===== config.mk =====
export PLATFORM = sky130hd
export DESIGN_NAME = humidity_sensor_frame_decoder_top
export DESIGN_NICKNAME = d
export VERILOG_FILES = /design/src/hw/rtl/hsfd_pkg.sv /design/src/hw/rtl/humidity_sensor_frame_decoder_top.sv
export SDC_FILE = /design/constraint.sdc
export NUM_CORES = 1
export LEC_CHECK = 0
export BUFFER_PORTS_ARGS = -buffer_cell sky130_fd_sc_hd__buf_2
export CAP_MARGIN = 25
export CORE_ASPECT_RATIO = 1.1
export CORE_MARGIN = 8
export CORE_UTILIZATION = 65
export DETAILED_ROUTE_END_ITERATION = 6
export HOLD_SLACK_MARGIN = 0.15
export PLACE_DENSITY = 0.9
export SETUP_SLACK_MARGIN = 0.5
export SYNTH_ARGS = -nofsm -noshare
export SYNTH_HDL_FRONTEND = slang
export SYNTH_SLANG_ARGS = --single-unit

===== constraint.sdc =====
create_clock -name clk -period 6.37 [get_ports clk]
set_input_delay 0.3185 -clock clk [delete_from_list [all_inputs] [get_ports clk]]
set_output_delay 0.3185 -clock clk [all_outputs]
set_load 0.02 [all_outputs]

===== src/hw/rtl/hsfd_pkg.sv =====
// Package for the humidity sensor frame decoder: constants, CRC and scaling helpers.
package hsfd_pkg;

    localparam logic [7:0] CRC_POLY = 8'h31;
    localparam logic [7:0] CRC_INIT = 8'hFF;

    typedef logic [2:0] pos_t;

    localparam pos_t POS_T_MSB = 3'd0;
    localparam pos_t POS_T_LSB = 3'd1;
    localparam pos_t POS_T_CRC = 3'd2;
    localparam pos_t POS_H_MSB = 3'd3;
    localparam pos_t POS_H_LSB = 3'd4;
    localparam pos_t POS_H_CRC = 3'd5;

    // Full-scale spans in hundredths
    localparam logic [14:0] TEMP_SPAN   = 15'd17500;
    localparam logic [14:0] HUMID_SPAN  = 15'd10000;
    localparam logic [14:0] TEMP_OFFSET = 15'd4500;

    // Half of 65535, rounded down: the rounding term once the factor of two is cancelled
    localparam logic [30:0] ROUND_HALF  = 31'd32767;
    localparam logic [16:0] WORD_MAX    = 17'd65535;

    typedef logic [30:0] prod_t;

    // CRC-8, MSB first, one byte per call
    function automatic logic [7:0] crc8_byte(input logic [7:0] crc, input logic [7:0] b);
        logic [7:0] v;
        v = crc ^ b;
        for (int i = 0; i < 8; i++)
        begin
            if (v[7])
                v = {v[6:0], 1'b0} ^ CRC_POLY;
            else
                v = {v[6:0], 1'b0};
        end
        return v;
    endfunction

    // floor(y / 65535) with y = p + 32767 < 2^31: y = a*65536 + b gives
    // y = a*65535 + (a + b), and a + b stays below twice 65535.
    function automatic logic [14:0] div_word_max(input prod_t p);
        prod_t       y;
        logic [16:0] sum;
        y   = p + ROUND_HALF;
        sum = {2'b00, y[30:16]} + {1'b0, y[15:0]};
        return y[30:16] + ((sum >= WORD_MAX) ? 15'd1 : 15'd0);
    endfunction

endpackage


===== src/hw/rtl/humidity_sensor_frame_decoder_top.sv =====
// Top level of the humidity sensor frame decoder: byte framing, CRC check and scaling.
//
//   channel | direction | handshake          | payload
//   in      | request   | in_valid/in_stall  | data_byte[7:0], frame_start
//   out     | result    | out_valid/out_stall| temperature_centi[14:0] signed,
//           |           |                    | humidity_centi[13:0], reading_valid
//
// One byte is taken per cycle while in_stall is low. The sixth byte of a frame gives
// one result through a constant multiply stage, then a divide-by-65535 correction
// into the output register. Asynchronous active-low reset clears the byte count and
// pipeline valids and sets the CRC to its initial value. in_stall rises only while
// both the product stage and the output register hold results and out_stall is high.
module humidity_sensor_frame_decoder_top
    import hsfd_pkg::*;
(
    input  logic               clk,
    input  logic               rst_n,
    input  logic               in_valid,
    output logic               in_stall,
    input  logic [7:0]         data_byte,
    input  logic               frame_start,
    output logic               out_valid,
    input  logic               out_stall,
    output logic signed [14:0] temperature_centi,
    output logic [13:0]        humidity_centi,
    output logic               reading_valid
);

    pos_t        pos_reg, pos_next;
    logic [7:0]  crc_reg, crc_next;
    logic [15:0] raw_temp_reg, raw_temp_next;
    logic [15:0] raw_humid_reg, raw_humid_next;
    logic        temp_ok_reg, temp_ok_next;

    logic        prod_valid_reg;
    prod_t       prod_temp_reg, prod_humid_reg;
    logic        prod_ok_reg;

    logic        out_valid_reg;
    logic [14:0] temp_out_reg;
    logic [13:0] humid_out_reg;
    logic        ok_out_reg;

    pos_t        pos_cur;
    logic [7:0]  crc_cur;
    logic [7:0]  crc_step;
    logic        accept;
    logic        frame_done;
    logic        frame_ok;
    logic        out_free;
    logic        prod_move;
    logic [14:0] temp_q;
    logic [14:0] humid_q;

    assign out_free  = !out_valid_reg || !out_stall;
    assign prod_move = prod_valid_reg && out_free;
    assign in_stall  = prod_valid_reg && !out_free;
    assign accept    = in_valid && !in_stall;

    // Start flag restarts the frame before this byte is taken
    always_comb
    begin
        if (frame_start)
            pos_cur = POS_T_MSB;
        else if (pos_reg > POS_H_CRC)
            pos_cur = POS_T_MSB;
        else
            pos_cur = pos_reg;
        crc_cur  = frame_start ? CRC_INIT : crc_reg;
        crc_step = crc8_byte(crc_cur, data_byte);
    end

    always_comb
    begin
        raw_temp_next  = raw_temp_reg;
        raw_humid_next = raw_humid_reg;
        temp_ok_next   = temp_ok_reg;
        crc_next       = crc_step;
        frame_done     = 1'b0;
        pos_next       = (pos_cur == POS_H_CRC) ? POS_T_MSB : pos_t'(pos_cur + 3'd1);
        unique case (pos_cur)
            POS_T_MSB: raw_temp_next  = {data_byte, raw_temp_reg[7:0]};
            POS_T_LSB: raw_temp_next  = {raw_temp_reg[15:8], data_byte};
            POS_T_CRC:
            begin
                temp_ok_next = (crc_cur == data_byte);
                crc_next     = CRC_INIT;
            end
            POS_H_MSB: raw_humid_next = {data_byte, raw_humid_reg[7:0]};
            POS_H_LSB: raw_humid_next = {raw_humid_reg[15:8], data_byte};
            default:
            begin
                frame_done = 1'b1;
                crc_next   = CRC_INIT;
            end
        endcase
    end

    assign frame_ok = temp_ok_reg && (crc_cur == data_byte);

    always_ff @(posedge clk or negedge rst_n)
    begin
        if (!rst_n)
        begin
            pos_reg       <= POS_T_MSB;
            crc_reg       <= CRC_INIT;
            raw_temp_reg  <= 16'd0;
            raw_humid_reg <= 16'd0;
            temp_ok_reg   <= 1'b0;
        end
        else if (accept)
        begin
            pos_reg       <= pos_next;
            crc_reg       <= crc_next;
            raw_temp_reg  <= raw_temp_next;
            raw_humid_reg <= raw_humid_next;
            temp_ok_reg   <= temp_ok_next;
        end
    end

    // Product stage: span * raw word
    always_ff @(posedge clk or negedge rst_n)
    begin
        if (!rst_n)
            prod_valid_reg <= 1'b0;
        else if (accept && frame_done)
            prod_valid_reg <= 1'b1;
        else if (prod_move)
            prod_valid_reg <= 1'b0;
    end

    always_ff @(posedge clk)
    begin
        if (accept && frame_done)
        begin
            prod_temp_reg  <= prod_t'(raw_temp_reg) * prod_t'(TEMP_SPAN);
            prod_humid_reg <= prod_t'(raw_humid_reg) * prod_t'(HUMID_SPAN);
            prod_ok_reg    <= frame_ok;
        end
    end

    assign temp_q  = div_word_max(prod_temp_reg);
    assign humid_q = div_word_max(prod_humid_reg);

    // Output register
    always_ff @(posedge clk or negedge rst_n)
    begin
        if (!rst_n)
            out_valid_reg <= 1'b0;
        else if (prod_move)
            out_valid_reg <= 1'b1;
        else if (!out_stall)
            out_valid_reg <= 1'b0;
    end

    always_ff @(posedge clk)
    begin
        if (prod_move)
        begin
            temp_out_reg  <= prod_ok_reg ? (temp_q - TEMP_OFFSET) : 15'd0;
            humid_out_reg <= prod_ok_reg ? humid_q[13:0] : 14'd0;
            ok_out_reg    <= prod_ok_reg;
        end
    end

    assign out_valid         = out_valid_reg;
    assign temperature_centi = signed'(temp_out_reg);
    assign humidity_centi    = humid_out_reg;
    assign reading_valid     = ok_out_reg;

endmodule

# Yosys cells after proc, flatten, opt, wreduce, memory -nomap -nowiden
# Index checks and enable logic that the tools add are counted.
[op_classes]
multipliers = 2
muxes = 22
n_lt_le_gt_ge = 3
n_addsub = 8
n_bitwise = 13
shift = 0
div_mod_pow = 0
n_eq_ne = 7
reduce_logical = 19
[ops]
columns = ["op", "count"]
rows = [
  ["$pmux 16 s2", 2],
  ["$mux 6", 8],
  ["$add 15x16->17", 2],
  ["$ge 17x16->1 const B", 2],
  ["$add 30x15->31 const B", 1],
  ["$add 31x15->31 const B", 1],
  ["$mul 16x13->29 const B", 1],
  ["$mul 16x10->26 const B", 1],
  ["$not 3->3", 8],
  ["$mux 8", 2],
  ["$add 15x1->15", 1],
  ["$sub 15x13->15 const B", 1],
  ["$add 14x1->14", 1],
  ["$reduce_and 3->1", 4],
  ["$mux 3", 3],
  ["$eq 8x8->1", 1],
  ["$xor 8x8->8", 1],
  ["$mux 1", 7],
  ["$eq 3x2->1 const B", 2],
  ["$eq 3x3->1 const B", 2],
  ["$logic_and 1x1->1", 5],
  ["$reduce_or 5->1", 1],
  ["$logic_not 1->1", 4],
  ["$not 1->1", 4],
  ["9 further kinds", 9],
]
[word_totals]
latchBits = 0
ramBits = 0
output_inout_bits = 32
inputBits = 13
reg_bits = 132
n_memories = 0
mem_bits_ro = 0

# Depth between registers and ports, before layout
# Gate-level depths: netlist (run 1).
[depth]
word_depth = 19
ltp_mapped = 30
ltp_nobuf = 29

# Worst setup path before layout (run 1)
# Ideal clock, no wire load.
[synth_timing]
path_kind = "register -> register"
startpoint = "register prod_temp_reg[4]"
endpoint = "register temp_out_reg[14] (netlist: temperature_centi[14]) (data pin)"
t_required_ns = 6.115
n_path_buf = 0
slack_ns = 0.745
path_stages_with_launch = 28
setup_time_ns = 0.255
arrival_time_ns = 5.370
synth_period_minus_slack_ns = 5.625
path_cell_list = "edfxtp_1 -> nor4_1 -> nand4_1 -> nand3_1 -> nor2_1 -> xnor2_1 -> inv_1 -> ha_1 -> o21ai_0 -> a221o_1 -> a211o_1 -> a221oi_1 -> nand4_1 -> a2111o_1 -> a221oi_1 -> nand4_1 -> nor4_2 -> a211oi_1 -> a21oi_1 -> ha_1 -> ha_1 -> o21ai_0 -> a21o_1 -> nand2b_1 -> nand4_1 -> a21o_1 -> xnor2_1 -> and2_1"
[synth_between]
elab_chain_cells = 6
[synth_rtl]
columns = ["item", "line_no", "source"]
rows = [
  ["from (decl)", "humidity_sensor_frame_decoder_top.sv:36", "prod_t prod_temp_reg, prod_humid_reg;"],
  ["from (signal assigned)", "humidity_sensor_frame_decoder_top.sv:136", "prod_temp_reg <= prod_t'(raw_temp_reg) * prod_t'(TEMP_SPAN);"],
  ["$add 31x15->31 (*)", "hsfd_pkg.sv:46", "y = p + ROUND_HALF;"],
  ["$add 15x16->17", "hsfd_pkg.sv:47", "sum = {2'b00, y[30:16]} + {1'b0, y[15:0]};"],
  ["$ge 17x16->1", "hsfd_pkg.sv:48", "return y[30:16] + ((sum >= WORD_MAX) ? 15'd1 : 15'd0);"],
  ["$mux 1", "hsfd_pkg.sv:48", ""],
  ["$add 15x1->15 (*)", "hsfd_pkg.sv:48", ""],
  ["$sub 15x13->15 (*)", "humidity_sensor_frame_decoder_top.sv:160", "temp_out_reg <= prod_ok_reg ? (temp_q - TEMP_OFFSET) : 15'd0;"],
  ["to (signal assigned)", "humidity_sensor_frame_decoder_top.sv:160", ""],
  ["to (decl)", "humidity_sensor_frame_decoder_top.sv:40", "logic [14:0] temp_out_reg;"],
]
# Every way passes the cells marked *; elsewhere a longest branch is shown, timed or not.
# A chain may end at the register's enable or synchronous reset.

# Final worst setup path (run 1)
[layout_timing]
startpoint = "register prod_temp_reg[7]"
endpoint = "register temp_out_reg[14] (netlist: temperature_centi[14]) (data pin)"
# Same word-level chain as after synthesis.

==> results of run 1 <==
kinds of logic (layout without fill, tap and decap cells):
logic type      count (synthesis)  in the layout  synth area share [%]
mux                            38             38                  3.08
simple gates                  344            344                  13.1
flops                         132            132                  26.8
xor+xnor                      134            134                  8.65
fa+ha+maj                     282            282                  29.6
compound gates                232            232                  11.3
buf+inv                       276            371                  7.48
repair_timing:
action / 4_1_cts / 5_1_grt
endpoints found under the setup margin: 10 / 27
hold endpoints to repair: 39 / 0
pin swaps: 2 / 29
setup buffers: 6 / 30
gates resized for setup: 10 / 71
hold buffers: 2 / 0
per-stage QoR:
stage	instances	hold slack, ns
after detailed placement	1753	0.477
after CTS	1792	0.234
after global routing	1823	0.238
final	1823	0.246
after global placement	1753	0.464
after floorplan	1438	0.0229
metal layers:
metal	share of wire (%)	global-route usage (%)	up-vias
li1	-	-	5101
met1	40	28.5	5342
met2	50	43.6	437
met3	5.6	4.48	106
met4	4.2	12.0	0
met5	0	0	-
final timing paths:
path                                         end        startpoint
max                        temperature_centi[14]  prod_temp_reg[7]
min                              raw_temp_reg[6]      data_byte[6]
max reg2reg                temperature_centi[14]  prod_temp_reg[7]
min reg2reg                            out_valid    prod_valid_reg
max in group asynchronous             crc_reg[0]             rst_n
min in group asynchronous      raw_humid_reg[13]             rst_n
Yosys cell counts (3+ instances only):
cell type                   number  area (µm²)
sky130_fd_sc_hd__inv_1         251         942
sky130_fd_sc_hd__ha_1          201        2510
sky130_fd_sc_hd__xnor2_1        87         762
sky130_fd_sc_hd__edfxtp_1       86        2580
sky130_fd_sc_hd__nor2_1         84         315
sky130_fd_sc_hd__a21oi_1        80         400
sky130_fd_sc_hd__fa_1           80        1600
sky130_fd_sc_hd__nand2_1        58         218
sky130_fd_sc_hd__nand3_1        44         220
sky130_fd_sc_hd__xor2_1         44         385
sky130_fd_sc_hd__dfrtp_1        38         951
sky130_fd_sc_hd__o21ai_0        37         185
sky130_fd_sc_hd__mux2_2         35         394
sky130_fd_sc_hd__and2_1         26         163
sky130_fd_sc_hd__clkbuf_1       22        82.6
sky130_fd_sc_hd__nor3_1         21         105
sky130_fd_sc_hd__a21o_1         18         135
sky130_fd_sc_hd__nand4_1        18         113
sky130_fd_sc_hd__or3_1          15        93.8
sky130_fd_sc_hd__and3_1         13        81.3
sky130_fd_sc_hd__nand2b_1       12        75.1
sky130_fd_sc_hd__or2_2          10        62.6
sky130_fd_sc_hd__dfstp_2         8         210
sky130_fd_sc_hd__nor2b_1         8        50.1
sky130_fd_sc_hd__a31oi_1         7        43.8
sky130_fd_sc_hd__o21a_1          7        52.6
sky130_fd_sc_hd__o21bai_1        7        52.6
sky130_fd_sc_hd__o31ai_1         7        52.6
sky130_fd_sc_hd__a21boi_0        6        45.0
sky130_fd_sc_hd__a211oi_1        5        37.5
sky130_fd_sc_hd__nor3b_1         5        37.5
sky130_fd_sc_hd__nor4_1          5        31.3
sky130_fd_sc_hd__or4_1           5        37.5
sky130_fd_sc_hd__a211o_1         4        35.0
sky130_fd_sc_hd__a41oi_1         4        35.0
sky130_fd_sc_hd__and3b_1         4        35.0
sky130_fd_sc_hd__o41ai_1         4        35.0
sky130_fd_sc_hd__a22o_1          3        26.3
sky130_fd_sc_hd__a22oi_1         3        22.5
sky130_fd_sc_hd__nor4_4          3        63.8
sky130_fd_sc_hd__o2111ai_1       3        26.3
worst register-to-register path, cell delays in order (launching register included):
cell	delay, ns
sky130_fd_sc_hd__edfxtp_1	0.51
sky130_fd_sc_hd__nor4_4	0.38
sky130_fd_sc_hd__buf_4	0.18
sky130_fd_sc_hd__buf_4	0.13
sky130_fd_sc_hd__a41oi_1	0.15
sky130_fd_sc_hd__xnor2_1	0.30
sky130_fd_sc_hd__inv_1	0.12
sky130_fd_sc_hd__ha_1	0.42
sky130_fd_sc_hd__nor3_1	0.08
sky130_fd_sc_hd__a221o_1	0.27
sky130_fd_sc_hd__a211o_1	0.24
sky130_fd_sc_hd__a221oi_2	0.18
sky130_fd_sc_hd__nand4_1	0.16
sky130_fd_sc_hd__a2111o_1	0.34
sky130_fd_sc_hd__a221oi_2	0.22
sky130_fd_sc_hd__nand4_1	0.18
sky130_fd_sc_hd__nor4_4	0.35
sky130_fd_sc_hd__nand2b_1	0.13
sky130_fd_sc_hd__a21oi_2	0.14
sky130_fd_sc_hd__ha_2	0.23
sky130_fd_sc_hd__ha_4	0.16
sky130_fd_sc_hd__o21ai_2	0.06
sky130_fd_sc_hd__a21o_1	0.20
sky130_fd_sc_hd__nand2b_4	0.15
sky130_fd_sc_hd__nand4_1	0.09
sky130_fd_sc_hd__a21o_1	0.14
sky130_fd_sc_hd__xnor2_1	0.07
sky130_fd_sc_hd__and2_1	0.17
final cells by class:
type / instances / area (µm²)
timing repair buffer: 89 / 583
clock inverter: 8 / 46.3
multi-input combinational: 1030 / 9560
clock buffer: 23 / 500
sequential: 132 / 3750
inverter: 251 / 942
tap: 290 / 363
fill: 1336 / 5490
==> results.tsv, run 1 <==
metric	value	unit
outcome	finished clean	
All-Layer GR Usage	24.7	%
worst slew margin relative to its limit	42.1	%
Largest register FFs	29	
FF+latch count, synth	132	
Starting Density	65.7	%
internal reg-to-reg setup slack	0.39	ns
CTS clk-pin slew, worst paths	0.06	ns
Bufs and invs on worst path	3	
setup slack at placement	0.146	ns
kind of start point of the critical path	flip-flop	
Synth Net Count	1732	
number of top-level pins	45	
post-placement cell area	14500	µm²
First DRT Iteration DRCs	593	
final HPWL from detailed placement	24.3	mm
first-pass GRT wire length	52.5	mm
crit path setup slack, layout	0.387	ns
total number of vias	11000	
Syn Std Cell Area	14000	µm²
antenna violations before repair	0	
average wire length per cell after detail routing	18.1	µm
commonest non-fill, non-tap cells in the layout	sky130_fd_sc_hd__inv_1, sky130_fd_sc_hd__ha_1, sky130_fd_sc_hd__edfxtp_1	
unrepaired setup endpoints after global routing	true	
CTS tree	yes	
count of antenna diodes in the layout	0	
top fanout value on the critical path	6	
pin count of the biggest net entering global routing	57	
critical path endpoint category	flip-flop	
Setup TNS	0	ns
Worst Path Arrival	6.16	ns
overall die height	170	µm
routed wire length	33.0	mm
slowest CP cell	sky130_fd_sc_hd__edfxtp_1	
number of vias per cell after detailed routing	6.03	
CP dominant cell by count	sky130_fd_sc_hd__nand4_1	
Largest stage delay, worst path	0.51	ns
number of enable-type register cells in the synthesized netlist	86	
Clock Tree Root	sky130_fd_sc_hd__clkbuf_16	
WS Path Type	flip-flop to flip-flop	
number of global-route vias before repair	11100	
Unique masters post-synth	82	
design area	15700	µm²
Die Span X	156	µm
WHS Path Cells	2	
fraction of the cycle the final worst path needs	93.9	%
number of standard-cell rows in the floorplan	56	
area overhead of the layout relative to synthesis	12.8	%
# clock sinks	132	
number of hold-slack violations in the final timing report	0	
Max Slew Vio Count	0	
Synth async-reset ratio	34.8	%
number of CTS-inserted buffers	17	
max-cap violation count	0	
worst hold path type	primary input to flip-flop	
final worst clock skew	0.00892	ns
core footprint	21200	µm²
stages on the worst setup path	27	
highest clock rate	167	MHz
Synth Instances	1438	
RePlAce Congestion	1.01	
detailed-route DRC error count	0	
clock latency on the worst-skew pair	0.43	ns
Detail Route Antenna Nets	0	
Worst EP required	6.55	ns
number of optimization iterations in the first detailed-route pass	6	
transition time at the pin with the least slew margin	0.865	ns
cells on worst reg2reg path	27	
Max Buffers Root-to-Sink	2	
leftover overflow at the end of global routing	0	
layout cell share with drive strength beyond 1	16.7	%
H-tree depth	4	
post-synthesis sequential area ratio	26.8	%
Mean Syn Cell Area	9.70	µm²
utilization after layout	74.1	%
final setup vio count	0	
quantity of I/O buffers inserted on ports	44	
synthesis warning total	0	
dominant register cell in the synthesized netlist	sky130_fd_sc_hd__edfxtp_1	
most common cell after layout, fill and taps aside	sky130_fd_sc_hd__inv_1	
Total Die Area	26400	µm²
Final Critical Period	5.98	ns
CP top delay family	compound AO/OA/AOI/OAI gates	
Layout Nets	1815	
Power of run 1 is left out: the tool's default activity adds up to more than one toggle a clock period on the data nets, which glitch-free logic cannot reach.
==> run 2: changes to the inputs <==
--- a/config.mk
+++ b/config.mk
@@ -14,3 +14,3 @@
 export HOLD_SLACK_MARGIN = 0.15
-export PLACE_DENSITY = 0.9
+export PLACE_DENSITY_LB_ADDON = 0.3
 export SETUP_SLACK_MARGIN = 0.5
==> constraint.sdc (replaced) <==
create_clock -name clk -period 6.37 [get_ports clk]
set_input_delay 0.637 -clock clk [delete_from_list [all_inputs] [get_ports clk]]
set_output_delay 0.637 -clock clk [all_outputs]
set_load 0.02 [all_outputs]
==> run 2 against run 1 <==
Cell area rose by 0.41%. Cell count rose by 0.71%. Non-clock buffer count rose by 12. Count of clock-buffer cells in the layout fell by 5. Hold slack improved by 0.24 ns. Sequential cell count did not move. Fmax rose by 4.7%. Register-to-register slack improved by 0.27 ns. Critical path depth fell by 2. Clock skew rose by 0.0066 ns. Sequential share of layout area fell by 0.10 points. Via count fell by 5.3%.
==> results.tsv, run 2 (same netlist as run 1, synthesis figures left out) <==
metric	value	unit
RePlAce Congestion	1.00	
post-placement cell area	14500	µm²
Final Critical Period	5.72	ns
outcome	finished clean	
final HPWL from detailed placement	23.3	mm
critical path endpoint category	flip-flop	
final worst clock skew	0.0155	ns
Max Slew Vio Count	0	
Total Die Area	26400	µm²
WHS Path Cells	2	
clock latency on the worst-skew pair	0.42	ns
Die Span X	156	µm
Max Buffers Root-to-Sink	2	
antenna violations before repair	0	
hold path start	out_stall	
number of optimization iterations in the first detailed-route pass	5	
GRT Max-Usage Layer	met2	
destination of the worst register-to-register timing path	temperature_centi[14]	
layout cell share with drive strength beyond 1	17.3	%
routed wire length	29.7	mm
quantity of I/O buffers inserted on ports	44	
max-cap violation count	0	
number of CTS-inserted buffers	17	
Layout Nets	1827	
First DRT Iteration DRCs	523	
worst hold path type	primary input to flip-flop	
Largest register FFs	29	
Largest stage delay, worst path	0.57	ns
Setup TNS	0	ns
average wire length per cell after detail routing	16.2	µm
unrepaired setup endpoints after global routing	true	
CTS tree	yes	
number of hold-slack violations in the final timing report	0	
All-Layer GR Usage	22.3	%
detailed-route DRC error count	0	
commonest non-fill, non-tap cells in the layout	sky130_fd_sc_hd__inv_1, sky130_fd_sc_hd__ha_1, sky130_fd_sc_hd__edfxtp_1	
highest clock rate	175	MHz
core footprint	21200	µm²
number of vias per cell after detailed routing	5.67	
top fanout value on the critical path	6	
leftover overflow at the end of global routing	0	
number of standard-cell rows in the floorplan	56	
area overhead of the layout relative to synthesis	13.3	%
utilization after layout	74.4	%
internal reg-to-reg setup slack	0.65	ns
slowest CP cell	sky130_fd_sc_hd__or4_4	
# clock sinks	132	
Detail Route Antenna Nets	0	
fraction of the cycle the final worst path needs	89.7	%
global routing met3 resource utilization	3.16	%
count of antenna diodes in the layout	0	
launch instance of the worst register-to-register path	prod_temp_reg[4]	
final setup vio count	0	
Worst Path Arrival	5.89	ns
Starting Density	65.7	%
worst slew margin relative to its limit	32.7	%
number of global-route vias before repair	10000	
met2 GRT Util	38.1	%
GR Util met1	28.3	%
Worst EP required	6.54	ns
first-pass GRT wire length	47.7	mm
cells on worst reg2reg path	25	
design area	15800	µm²
overall die height	170	µm
most common cell after layout, fill and taps aside	sky130_fd_sc_hd__inv_1	
endpoint of the worst hold path	out_valid	
CTS clk-pin slew, worst paths	0.06	ns
total number of vias	10400	
number of top-level pins	45	
Post-Route Hold Slack	0.486	ns
kind of start point of the critical path	flip-flop	
pin count of the biggest net entering global routing	57	
WS Path Type	flip-flop to flip-flop	
Clock Tree Root	sky130_fd_sc_hd__clkbuf_16	
H-tree depth	4	
transition time at the pin with the least slew margin	1.01	ns
run 2: cell count changes in the layout (fill, tap and decap cells not counted), sizes merged:
| cell | delta |
|---|---|
| clkinv | -4 |
| clkbuf | -5 |
| buf | +13 |
| dlygate4sd3 | -1 |
| clkinvlp | +1 |
| inv | +9 |
run 2: final cells by class:
type                    instances  area (µm²)
clock buffers                  18         439
clock inverters                14         114
fillers                      1513        5430
inverters                     251         942
multi-input cells            1030        9530
flip-flops and latches        132        3750
well taps                     290         363
repair buffers                101         674
run 2: how the worst max path moves through the flow:
stage | startpoint | slack, ns | endpoint | depth (start not counted)
2_1_floorplan | prod_temp_reg[4] | 0.75 | temperature_centi[14] | 27
3_3_place_gp | prod_temp_reg[2] | 0.30 | temperature_centi[14] | 29
3_5_place_dp | prod_temp_reg[2] | 0.17 | temperature_centi[14] | 29
4_1_cts | prod_temp_reg[4] | 0.50 | temperature_centi[14] | 24
5_1_grt | prod_temp_reg[7] | 0.31 | temperature_centi[14] | 28
6_report | prod_temp_reg[4] | 0.65 | temperature_centi[14] | 25
run 2: what timing repair did:
action                                  CTS  global route
endpoints found under the setup margin    7            22
pin swaps                                 2            25
gates resized for setup                   9            61
cloned                                    0             0
endpoints found under the hold margin     0             3
setup buffers                             3            43
hold buffers                              0             1
run 2: per-layer routing:
layer  vias to the layer above  share of wire (%)
li1                       5132                  -
met3                        48                3.5
met4                         0                2.4
met5                         -                  0
met2                       241                 50
met1                      4985                 45
run 2: worst max-delay path, delay by kind of cell (launching register included):
family	cells	cell delay (ns)
flops	1	0.43
fa+ha+maj	3	0.75
buf+inv	1	0.15
xor+xnor	1	0.05
compound gates	13	2.52
simple gates	7	1.56
run 2: through the flow:
| stage | cells | setup slack, ns |
|---|---|---|
| after floorplan | 1438 | 0.745 |
| after global placement | 1756 | 0.299 |
| after detailed placement | 1756 | 0.168 |
| after CTS | 1791 | 0.504 |
| after global routing | 1836 | 0.315 |
| final | 1836 | 0.654 |
Power of run 2 is left out for the same reason.
==> run 3: changes to the inputs <==
- ABC_AREA: unset -> 1
==> run 3 against run 2 <==
Die area rose by 1.7%. Routed wire length fell by 0.79%. Sequential share of layout area rose by 0.55 points. Count of clock-buffer cells in the layout rose by 5. Worst setup slack improved by 0.72 ns. First-iteration DRC count rose by 20%. Sequential cell count did not move. Area after synthesis rose by 1.9%. Hold slack got worse by 0.034 ns.
==> results.tsv, run 3 <==
metric	value	unit
outcome	finished clean	
area overhead of the layout relative to synthesis	8.58	%
Largest stage delay, worst path	0.56	ns
count of antenna diodes in the layout	0	
Syn Std Cell Area	14200	µm²
unrepaired setup endpoints after global routing	false	
synthesis warning total	0	
number of vias per cell after detailed routing	5.35	
max-cap violation count	0	
Synth Net Count	1998	
number of optimization iterations in the first detailed-route pass	5	
number of enable-type register cells in the synthesized netlist	86	
Detail Route Antenna Nets	0	
number of standard-cell rows in the floorplan	56	
area occupied by multi-input gates	9040	µm²
stages on the worst setup path	20	
Largest register FFs	29	
slowest CP cell	sky130_fd_sc_hd__dfrtp_1	
worst slew margin relative to its limit	39.6	%
total number of vias	11100	
Synth async-reset ratio	34.8	%
# clock sinks	132	
Layout Nets	2057	
quantity of I/O buffers inserted on ports	44	
Die Span X	157	µm
dominant register cell in the synthesized netlist	sky130_fd_sc_hd__edfxtp_1	
routed wire length	29.5	mm
final worst clock skew	0.0111	ns
Max Buffers Root-to-Sink	2	
most instantiated library cell after synthesis	sky130_fd_sc_hd__inv_1	
Starting Density	66.5	%
critical path endpoint category	flip-flop	
fraction of the cycle the final worst path needs	78.3	%
Setup TNS	0	ns
Bufs and invs on worst path	5	
kind of start point of the critical path	flip-flop	
average wire length per cell after detail routing	14.3	µm
Resized Gates After CTS	0	
total area of sequential cells	3740	µm²
Total Die Area	26900	µm²
most common cell after layout, fill and taps aside	sky130_fd_sc_hd__inv_1	
H-tree depth	4	
layout cell share with drive strength beyond 1	10.1	%
Mean Syn Cell Area	8.34	µm²
leftover overflow at the end of global routing	0	
WS Path Type	flip-flop to flip-flop	
number of global-route vias before repair	11200	
FF+latch count, synth	132	
First DRT Iteration DRCs	626	
number of filler cells placed in the layout	1564	
CP Cell Sequence	fa_1 > ha_1 > inv_1 > fa_1 > inv_1 > ha_1 > inv_1 > fa_1 > inv_1 > ha_1 > nand2_1 > inv_1 > nand4_1 > o211ai_1 > a31oi_1 > o21ai_0 > nand2_1 > o21bai_1 > a21oi_1 > xnor2_1	
most common library cells after synthesis	sky130_fd_sc_hd__inv_1, sky130_fd_sc_hd__nand2_1, sky130_fd_sc_hd__ha_1, sky130_fd_sc_hd__nor2_1, sky130_fd_sc_hd__a21oi_1	
highest clock rate	200	MHz
top post-synthesis cells by area	sky130_fd_sc_hd__edfxtp_1, sky130_fd_sc_hd__ha_1, sky130_fd_sc_hd__fa_1	
CP top delay family	adder cells	
antenna violations before repair	0	
portion of synthesized cell area occupied by the leading cell type	18.2	%
core footprint	21400	µm²
number of CTS-inserted buffers	17	
commonest non-fill, non-tap cells in the layout	sky130_fd_sc_hd__inv_1, sky130_fd_sc_hd__nand2_1, sky130_fd_sc_hd__ha_1	
Clock Tree Root	sky130_fd_sc_hd__clkbuf_16	
RePlAce Congestion	0.964	
design area	15400	µm²
final HPWL from detailed placement	24.5	mm
All-Layer GR Usage	23.3	%
post-synth top area cell	sky130_fd_sc_hd__edfxtp_1	
Unique masters post-synth	51	
Max Slew Vio Count	0	
clock latency on the worst-skew pair	0.43	ns
setup bufs post-CTS	0	
CP dominant cell by count	sky130_fd_sc_hd__inv_1	
post-placement cell area	14800	µm²
number of top-level pins	45	
WHS Path Cells	3	
CTS tree	yes	
pin count of the biggest net entering global routing	57	
overall die height	171	µm
Synth Instances	1704	
number of hold-slack violations in the final timing report	0	
post-synthesis sequential area ratio	26.3	%
Final Critical Period	4.99	ns
worst hold path type	primary input to flip-flop	
cells on worst reg2reg path	20	
first-pass GRT wire length	51.1	mm
Worst Path Arrival	5.16	ns
final setup vio count	0	
detailed-route DRC error count	0	
CTS clk-pin slew, worst paths	0.06	ns
Worst EP required	6.54	ns
transition time at the pin with the least slew margin	0.901	ns
top fanout value on the critical path	6	
==> run 3: path summary, 6_finish.rpt <==
| kind | start | endpoint | slack, ns |
|---|---|---|---|
| worst min-delay path | out_stall | out_valid | 0.45 |
| worst min register to register | prod_valid_reg | out_valid | 0.48 |
| max in group asynchronous | rst_n | crc_reg[2] | 5.31 |
| min in group asynchronous | rst_n | raw_humid_reg[11] | 0.56 |
| worst max-delay path | raw_humid_reg[7] | prod_humid_reg[29] | 1.38 |
| worst max register to register | raw_humid_reg[7] | prod_humid_reg[29] | 1.38 |
==> run 3: stage by stage <==
| stage | worst slack (ns) | instances | hold WS, ns | util, % |
|---|---|---|---|---|
| global route | 0.876 | 2066 | 0.457 | 72.2 |
| global placement | 1.55 | 2032 | 0.465 | 69.2 |
| CTS | 1.43 | 2064 | 0.402 | 72.1 |
| detailed placement | 1.46 | 2032 | 0.463 | 69.2 |
| finish | 1.38 | 2066 | 0.452 | 72.2 |
| floorplan | 1.83 | 1704 | 0.341 | - |
==> run 3: metal layers <==
metal  routed length, µm  global-route usage [%]
met1               13100                    29.0
met4                 828                    8.49
met3                1250                    3.26
met5                   0                       0
met2               14300                    40.6
==> run 3: area by class of cell <==
type / count / area share [%]
Multi-Input combinational cell: 1187 / 58.5
Sequential cell: 132 / 24.3
Inverter: 376 / 9.14
Clock buffer: 23 / 3.38
Tap cell: 290 / 2.35
Timing Repair Buffer: 49 / 1.77
Clock inverter: 9 / 0.559
==> run 3: worst reg2reg max path, stage by stage, from the launching register on <==
cell,delay [ns]
sky130_fd_sc_hd__dfrtp_1,0.56
sky130_fd_sc_hd__fa_1,0.49
sky130_fd_sc_hd__ha_1,0.31
sky130_fd_sc_hd__inv_1,0.06
sky130_fd_sc_hd__fa_1,0.53
sky130_fd_sc_hd__inv_1,0.04
sky130_fd_sc_hd__ha_1,0.26
sky130_fd_sc_hd__inv_1,0.05
sky130_fd_sc_hd__fa_1,0.49
sky130_fd_sc_hd__inv_1,0.04
sky130_fd_sc_hd__ha_1,0.35
sky130_fd_sc_hd__nand2_1,0.09
sky130_fd_sc_hd__inv_1,0.06
sky130_fd_sc_hd__nand4_1,0.09
sky130_fd_sc_hd__o211ai_1,0.15
sky130_fd_sc_hd__a31oi_1,0.16
sky130_fd_sc_hd__o21ai_0,0.29
sky130_fd_sc_hd__nand2_1,0.13
sky130_fd_sc_hd__o21bai_1,0.29
sky130_fd_sc_hd__a21oi_1,0.14
sky130_fd_sc_hd__xnor2_1,0.16
==> run 3: logic make-up after synthesis <==
group	count (synthesis)	share of synthesized area [%]
AND/OR/NAND/NOR	600	20.0
buffers and inverters	385	10.2
adder cells (fa/ha/maj)	281	29.0
AO/OA/AOI/OAI	202	7.75
flip-flops	132	26.3
XOR/XNOR	104	6.78
==> run 3: repair_timing <==
item / CTS / global route
hold endpoints to repair: 0 / 3
hold buffers: 0 / 1
setup endpoints to repair: 0 / 0
Power of run 3 is left out for the same reason.
